==> src/hw/rtl/hllf_pkg.sv <==
`default_nettype none

package hllf_pkg;

	localparam int DW = 32;
	localparam int FB = 16;
	localparam int UW = DW - 1;
	localparam int GW = 18;
	localparam int NC = 5;
	localparam int NUM_W = DW + FB;
	localparam int RT_W = NUM_W / 2;
	localparam int DIV_LAT = NUM_W + 2;
	localparam int SQRT_LAT = RT_W + 1;
	localparam int SC = 1 + DIV_LAT + SQRT_LAT;
	localparam int SIDE_DLY = SC - 3;
	localparam int LAT = SC + 5 + DIV_LAT + 1;

	localparam logic [GW-1:0] GAMMA_RST = GW'(109227);
	localparam logic signed [DW-1:0] VMAX = {1'b0, {(DW-1){1'b1}}};
	localparam logic signed [DW-1:0] VMIN = {1'b1, {(DW-1){1'b0}}};

	typedef logic signed [DW-1:0] fx_word_t;

	typedef struct packed {
		fx_word_t v;
		logic     o;
	} fx_res_t;

	typedef struct packed {
		fx_word_t [NC-1:0] f;
		fx_word_t [NC-1:0] u;
		fx_word_t          vx;
		logic              o;
	} side_t;

	typedef struct packed {
		fx_word_t [NC-1:0] fl;
		logic              zero;
		logic              opre;
		logic              oc;
	} fin_t;

	function automatic logic [DW-1:0] fx_mag(input fx_word_t a);
		logic [DW-1:0] m;
		m = a[DW-1] ? (~a + 1'b1) : a;
		return m;
	endfunction

	function automatic fx_res_t sat_mag(input logic neg, input logic [NUM_W-1:0] m);
		logic [NUM_W-1:0] lim;
		fx_res_t r;
		lim = NUM_W'($unsigned(VMAX)) + NUM_W'(neg);
		if (m > lim) begin
			r.v = neg ? VMIN : VMAX;
			r.o = 1'b1;
		end else begin
			r.v = neg ? (~m[DW-1:0] + 1'b1) : m[DW-1:0];
			r.o = 1'b0;
		end
		return r;
	endfunction

	function automatic fx_res_t fx_mul(input fx_word_t a, input fx_word_t b);
		logic [2*DW-1:0] p;
		p = fx_mag(a) * fx_mag(b);
		return sat_mag(a[DW-1] ^ b[DW-1], p[2*DW-1:FB]);
	endfunction

	function automatic fx_res_t fx_add(input fx_word_t a, input fx_word_t b);
		logic signed [DW:0] s;
		fx_res_t r;
		s = (DW+1)'(a) + (DW+1)'(b);
		if (s[DW] != s[DW-1]) begin
			r.v = s[DW] ? VMIN : VMAX;
			r.o = 1'b1;
		end else begin
			r.v = s[DW-1:0];
			r.o = 1'b0;
		end
		return r;
	endfunction

	function automatic fx_res_t fx_sub(input fx_word_t a, input fx_word_t b);
		logic signed [DW:0] s;
		fx_res_t r;
		s = (DW+1)'(a) - (DW+1)'(b);
		if (s[DW] != s[DW-1]) begin
			r.v = s[DW] ? VMIN : VMAX;
			r.o = 1'b1;
		end else begin
			r.v = s[DW-1:0];
			r.o = 1'b0;
		end
		return r;
	endfunction

endpackage

`default_nettype wire

==> src/hw/rtl/hllf_sqrt.sv <==
`default_nettype none

module hllf_sqrt (
	input  logic                           clk,
	input  logic                           en,
	input  logic signed [hllf_pkg::DW-1:0] a,
	output logic signed [hllf_pkg::DW-1:0] q
);
	import hllf_pkg::*;

	logic [NUM_W-1:0] x_s    [0:RT_W];
	logic [RT_W+1:0]  rem_s  [0:RT_W];
	logic [RT_W-1:0]  root_s [0:RT_W];

	always_ff @(posedge clk) begin
		if (en) begin
			x_s[0]    <= a[DW-1] ? '0 : {a, FB'(0)};
			rem_s[0]  <= '0;
			root_s[0] <= '0;
		end
	end

	// one root bit per stage
	for (genvar k = 1; k <= RT_W; k++) begin : g_step
		logic [RT_W+3:0] t;
		logic [RT_W+3:0] trial;
		logic            ge;
		assign t     = {rem_s[k-1], x_s[k-1][2*(RT_W-k)+1 -: 2]};
		assign trial = (RT_W+4)'({root_s[k-1], 2'b01});
		assign ge    = (t >= trial);
		always_ff @(posedge clk) begin
			if (en) begin
				x_s[k]    <= x_s[k-1];
				rem_s[k]  <= ge ? (RT_W+2)'(t - trial) : t[RT_W+1:0];
				root_s[k] <= {root_s[k-1][RT_W-2:0], ge};
			end
		end
	end

	assign q = fx_word_t'({(DW-RT_W)'(0), root_s[RT_W]});

endmodule

`default_nettype wire

==> config.mk <==
export PLATFORM = sky130hd
export DESIGN_NAME = hllf_sqrt
export DESIGN_NICKNAME = d
export VERILOG_FILES = /design/src/hw/rtl/hllf_pkg.sv /design/src/hw/rtl/hllf_sqrt.sv
export SDC_FILE = /design/constraint.sdc
export NUM_CORES = 2
export LEC_CHECK = 0
export BUFFER_PORTS_ARGS = -buffer_cell sky130_fd_sc_hd__buf_4
export CORE_ASPECT_RATIO = 1.25
export CORE_MARGIN = 1
export CORE_UTILIZATION = 45
export CTS_CLUSTER_DIAMETER = 200
export DETAILED_ROUTE_END_ITERATION = 6
export GPL_TIMING_DRIVEN = 0
export PLACE_DENSITY = 0.66
export SLEW_MARGIN = 10
export SYNTH_ARGS = -nofsm -noshare
export SYNTH_HDL_FRONTEND = slang
export SYNTH_SLANG_ARGS = --single-unit
export TNS_END_PERCENT = 10
==> constraint.sdc <==
create_clock -name clk -period 5.1 [get_ports clk]
set_clock_uncertainty 0.1 [all_clocks]
set_input_delay 0.765 -clock clk [delete_from_list [all_inputs] [get_ports clk]]
set_output_delay 0.765 -clock clk [all_outputs]
set_load 0.01 [all_outputs]
[After elaboration in Yosys (flattened, before gate mapping)]
Memories as Yosys holds them, arrays and structs flattened.
Cells that the tools add are included.
Word-level totals
  bits of input ports: 34
  RAM bits: 2450
  register bits: 0
  word-level logic and storage cells: 78
  memories kept: 3
  output and inout bits: 32
Cells by class
  order comparisons: 24
  add/subtract/negate cells: 24
  muxes and demuxes: 27
Memory list
  x_s: depth 25, width 48, rd ports 24, clocked after Yosys merged registers in 0, write ports 25, RTL line hllf_sqrt.sv:11  | logic [NUM_W-1:0] x_s [0:RT_W];
  rem_s: depth 25, width 26, rd ports 24, clocked after Yosys merged registers in 0, write ports 25, RTL line hllf_sqrt.sv:12  | logic [RT_W+1:0] rem_s [0:RT_W];
  root_s: depth 25, width 24, rd ports 25, clocked after Yosys merged registers in 0, write ports 25, RTL line hllf_sqrt.sv:13  | logic [RT_W-1:0] root_s [0:RT_W];
Operators with widths (count)
  $ge A28 B26 Y1: 24
  $mux W26: 24
  $sub A26 B26 Y26: 24
  $mux W47: 1
  $mux W1: 2

[Logic depth before layout (Yosys ltp)]
An unclocked memory read counts as a cell.
  word-level depth: 3
  depth in mapped cells: 14
  mapped depth without buffers: 12

[Worst setup path before layout]
OpenSTA, ideal clock, no wires.
  kind: register to register
  from: memory rem_s[2][78] in the netlist's numbering
  to: memory rem_s[2][126] in the netlist's numbering (data pin)
  data arrival time: 3.290 ns
  slack: 1.431 ns
  cell stages (with the launch flop): 12
  clock period less this slack: 3.669 ns
  path buffers: 0
  required time: 4.721 ns
  library setup time: 0.279 ns
  cells stage by stage: edfxtp_1 ha_1 fa_1 a21o_1 a21oi_1 o21ai_0 a41oi_1 o21bai_1 a2111oi_0 o41ai_1 a2111oi_0 xor2_1
RTL lines (RTL line)
  from (decl): hllf_sqrt.sv:12

==> summary.md <==
| Metric | Value |
|---|---|
| Full die area | `125000 um2` |
| Largest family of logic cells by synthesized area | `simple AND/OR/NAND/NOR gates` |
| PwrDens | `405 nW/um2` |
| Core ar. | `122000 um2` |
| CP max stage delay | `0.88 ns` |
| Fmax | `202 MHz` |
| Initial core utilization | `0.455` |
| Grt ovf | `0` |
| Cell taking the most area after synthesis | `edfxtp_1` |
| Xor and xnor area share after synthesis | `0.0662` |
| Final #Nets | `5048` |
| Maximum fanout along the worst path | `11` |
| WL/cell | `16.5 um` |
| Run status | `finished, violations left` |
| Die width | `316 um` |
| Fin Setup TNS | `0 ns` |
| Layout cells sized above 1 | `0.0722` |
| Largest net degree at the start of global routing | `182` |
| Number of fillers in the final layout | `10400` |
| Area post-placement | `58200 um2` |
| First-pass GRT wire length | `170000 um` |
| Residual DRC | `1` |
| Register area | `33700 um2` |
| CP delay by family, top | `compound AO/OA/AOI/OAI gates` |
| Leak | `0.0239 uW` |
| Post-synth EDFFs | `1122` |
| Register bit count reported by yosys | `1122` |
| Total CTS buffers | `109` |
| Synthesis Warnings | `0` |
| Reg-to-reg slack, setup | `0.15 ns` |
| Slew margin rel. | `0.287` |
| Vias in the first global route | `34500` |
| Worst EP required | `5.35 ns` |
| Post-synthesis mux area share | `0.0112` |
| Multi-input gate area | `20100 um2` |
| CTS max path bufs | `3` |
| Final Cell Area | `62000 um2` |
| Startpoint Class | `flop` |
| Commonest cells in the netlist | `edfxtp_1 (1122), inv_1 (395), ha_1 (309)` |
| Most Frequent Cell on Critical Path | `a21oi_1` |
| Buf+Inv Stages, Crit Path | `3` |
| Routed Antenna Nets | `0` |
| Initial antenna violation count | `0` |
| Worst-margin pin slew | `1.07 ns` |
| I/O Buffers | `57` |
| Vias per std cell | `5.34` |
| Synth Area in Compound Gates | `0.104` |
| Min Tclk post-route | `4.95 ns` |
| Fin. Hold Viols | `0` |
| Top post-synthesis cells by area | `edfxtp_1 (61%), ha_1 (7.0%), xnor2_1 (3.4%)` |
| Predominant post-synthesis flop cell | `edfxtp_1` |
| Placement row count | `143` |
| Register area share after synthesis | `0.606` |
| Pre-antenna DRT Iters | `7` |
| H-tree levels | `3` |
| Final slew viol count | `0` |
| Die height | `395 um` |
| Crit path DAT | `5.20 ns` |
| Clock sinks | `1122` |
| Clock root buffer | `clkbuf_16` |
| Worst hold path type | `input port to flop` |
| Failing checks | `design-rule violations` |
| Netlist cell types | `80` |
| Synth Area in Adders | `0.0721` |
| Clk pin slew, worst setup/hold paths | `0.07 ns` |
| Critical path class | `flop to flop` |
| GRT Total Usage | `0.171` |
| WL final | `106000 um` |
| Final setup fails | `0` |
| Area delta synth->final | `11.6%` |
| Slowest-stage cell, CP | `a21oi_1` |
| Dominant cell by count in the synthesized netlist | `edfxtp_1` |
| Final worst-path cycle share | `0.971` |
| Top cell type's share of synthesized area | `0.606` |
| Crit-path cells | `inv_1 > ha_1 > fa_1 > a21o_1 > a221oi_1 > a21oi_1 > a41o_1 > a211oi_1 > nand2_1 > clkbuf_1 > buf_1 > a21oi_1` |
| Via count | `34100` |
| Final Wtd Congestion | `0.956` |
| Post-Syn Area | `55600 um2` |
| Max IR drop VDD | `339 uV` |
| Synth Area in Simple Gates | `0.107` |
| Setup crit end kind | `flop` |
| RSZ-0062 raised after global routing | `no` |
| Iter 0 DRT Violations | `2273` |
| Post-CTS setup buffer count | `0` |
| Cells after synthesis | `4516` |
| Max-Cap Viols | `0` |
| Skew-Pair Late Insertion Delay | `0.74 ns` |
| Asr flop ratio synth | `0` |
| Syn avg cell area | `12.3 um2` |
| Num ports | `66` |
| CTS tree | `built` |
| Placed wire-length estimate | `76800 um` |
## worst reg2reg max path, stage by stage (launching register included)
cell	delay [ns]
edfxtp_1	0.59
inv_1	0.10
ha_1	0.22
fa_1	0.41
a21o_1	0.20
a221oi_1	0.38
a21oi_1	0.20
a41o_1	0.36
a211oi_1	0.33
nand2_1	0.11
clkbuf_1	0.29
buf_1	0.45
a21oi_1	0.88
## power breakdown
part | switching, uW | internal (uW) | leakage, uW
combinational | 2520 | 1920 | 0.0115
sequential | 668 | 11600 | 0.0106
clock | 3530 | 4920 | 0.00182
total | 6720 | 18400 | 0.0239
## repair_timing
item,CTS,global route
setup endpoints to repair,0,26
hold buffers,0,0
resized for setup,0,4
## per-stage QoR
stage / instances / util / setup WS, ns / hold slack (ns) / power, uW
after floorplan: 4524 / - / 1.43 / 0.300 / 15500
after global placement: 6176 / 0.475 / -6.29 / 0.301 / 16900
after global routing: 6385 / 0.508 / 0.00916 / 0.185 / 26300
after CTS: 6385 / 0.508 / 0.00964 / 0.149 / 25300
after detailed placement: 6182 / 0.477 / 0.00402 / 0.305 / 16800
final: 6390 / 0.508 / 0.150 / 0.213 / 25100
## cell type report
cell class                      count  share of cell area
Timing Repair Buffer               63             0.00989
Multi-Input combinational cell   2924               0.324
Sequential cell                  1122               0.543
Inverter                          396              0.0240
Clock buffer                      125              0.0450
Buffer                             82             0.00555
Clock inverter                     78              0.0161
Antenna cell                        5            0.000202
Tap cell                         1595              0.0322
## sequential cells by signal, indices dropped and copies added, names as in the netlist
| signal | flops |
|---|---|
| root_s | 287 |
| rem_s | 551 |
| x_s | 284 |
## cells in the final DEF (no fill, tap or decap), types with 14 or more instances in the layout
cell type / n
and2_1: 18
clkbuf_16: 109
mux2_2: 50
a21oi_1: 271
nand3b_1: 14
clkbuf_1: 85
a21o_1: 109
nand2b_1: 48
nor2b_1: 74
clkinv_1: 17
o21a_1: 63
xnor2_1: 216
nor4_1: 65
buf_4: 65
or4_1: 32
xor2_1: 204
or3_1: 45
o21ai_0: 270
or2_2: 26
o21bai_1: 31
nand2_1: 295
bufinv_16: 19
nor3_1: 99
ha_1: 309
inv_1: 395
clkinv_2: 18
nand4_1: 38
o31ai_1: 24
a211oi_1: 27
nor2_1: 288
edfxtp_1: 1122
nand3_1: 75
and3_1: 20
## logic make-up (layout without fill, tap and decap cells)
family | count (synthesis) | in the layout
AO/OA/AOI/OAI | 932 | 932
XOR/XNOR | 420 | 420
adder cells (fa/ha/maj) | 316 | 316
buffers and inverters | 478 | 744
flip-flops | 1122 | 1122
multiplexers | 56 | 56
other | 1 | 14
AND/OR/NAND/NOR | 1191 | 1191
## metal layers
metal / share of wire / GRT usage / vias to the layer above
met5: 0 / 0 / -
met4: 0.057 / 0.0973 / 0
met3: 0.034 / 0.0238 / 278
met2: 0.53 / 0.321 / 638
met1: 0.38 / 0.178 / 16300
li1: - / - / 16900
## final timing paths
path                          start                        to  depth (start not counted)
max reg2reg  root_s[1][0]$_DFFE_PP_    rem_s[2][30]$_DFFE_PP_                         12
min reg2reg   x_s[0][131]$_DFFE_PP_     x_s[0][179]$_DFFE_PP_                          0
max          root_s[1][0]$_DFFE_PP_    rem_s[2][30]$_DFFE_PP_                         12
min                           a[20]  x_s[0][36]$_SDFFCE_PP0P_                          2
Note: power is estimated with default switching activity, not from simulation.
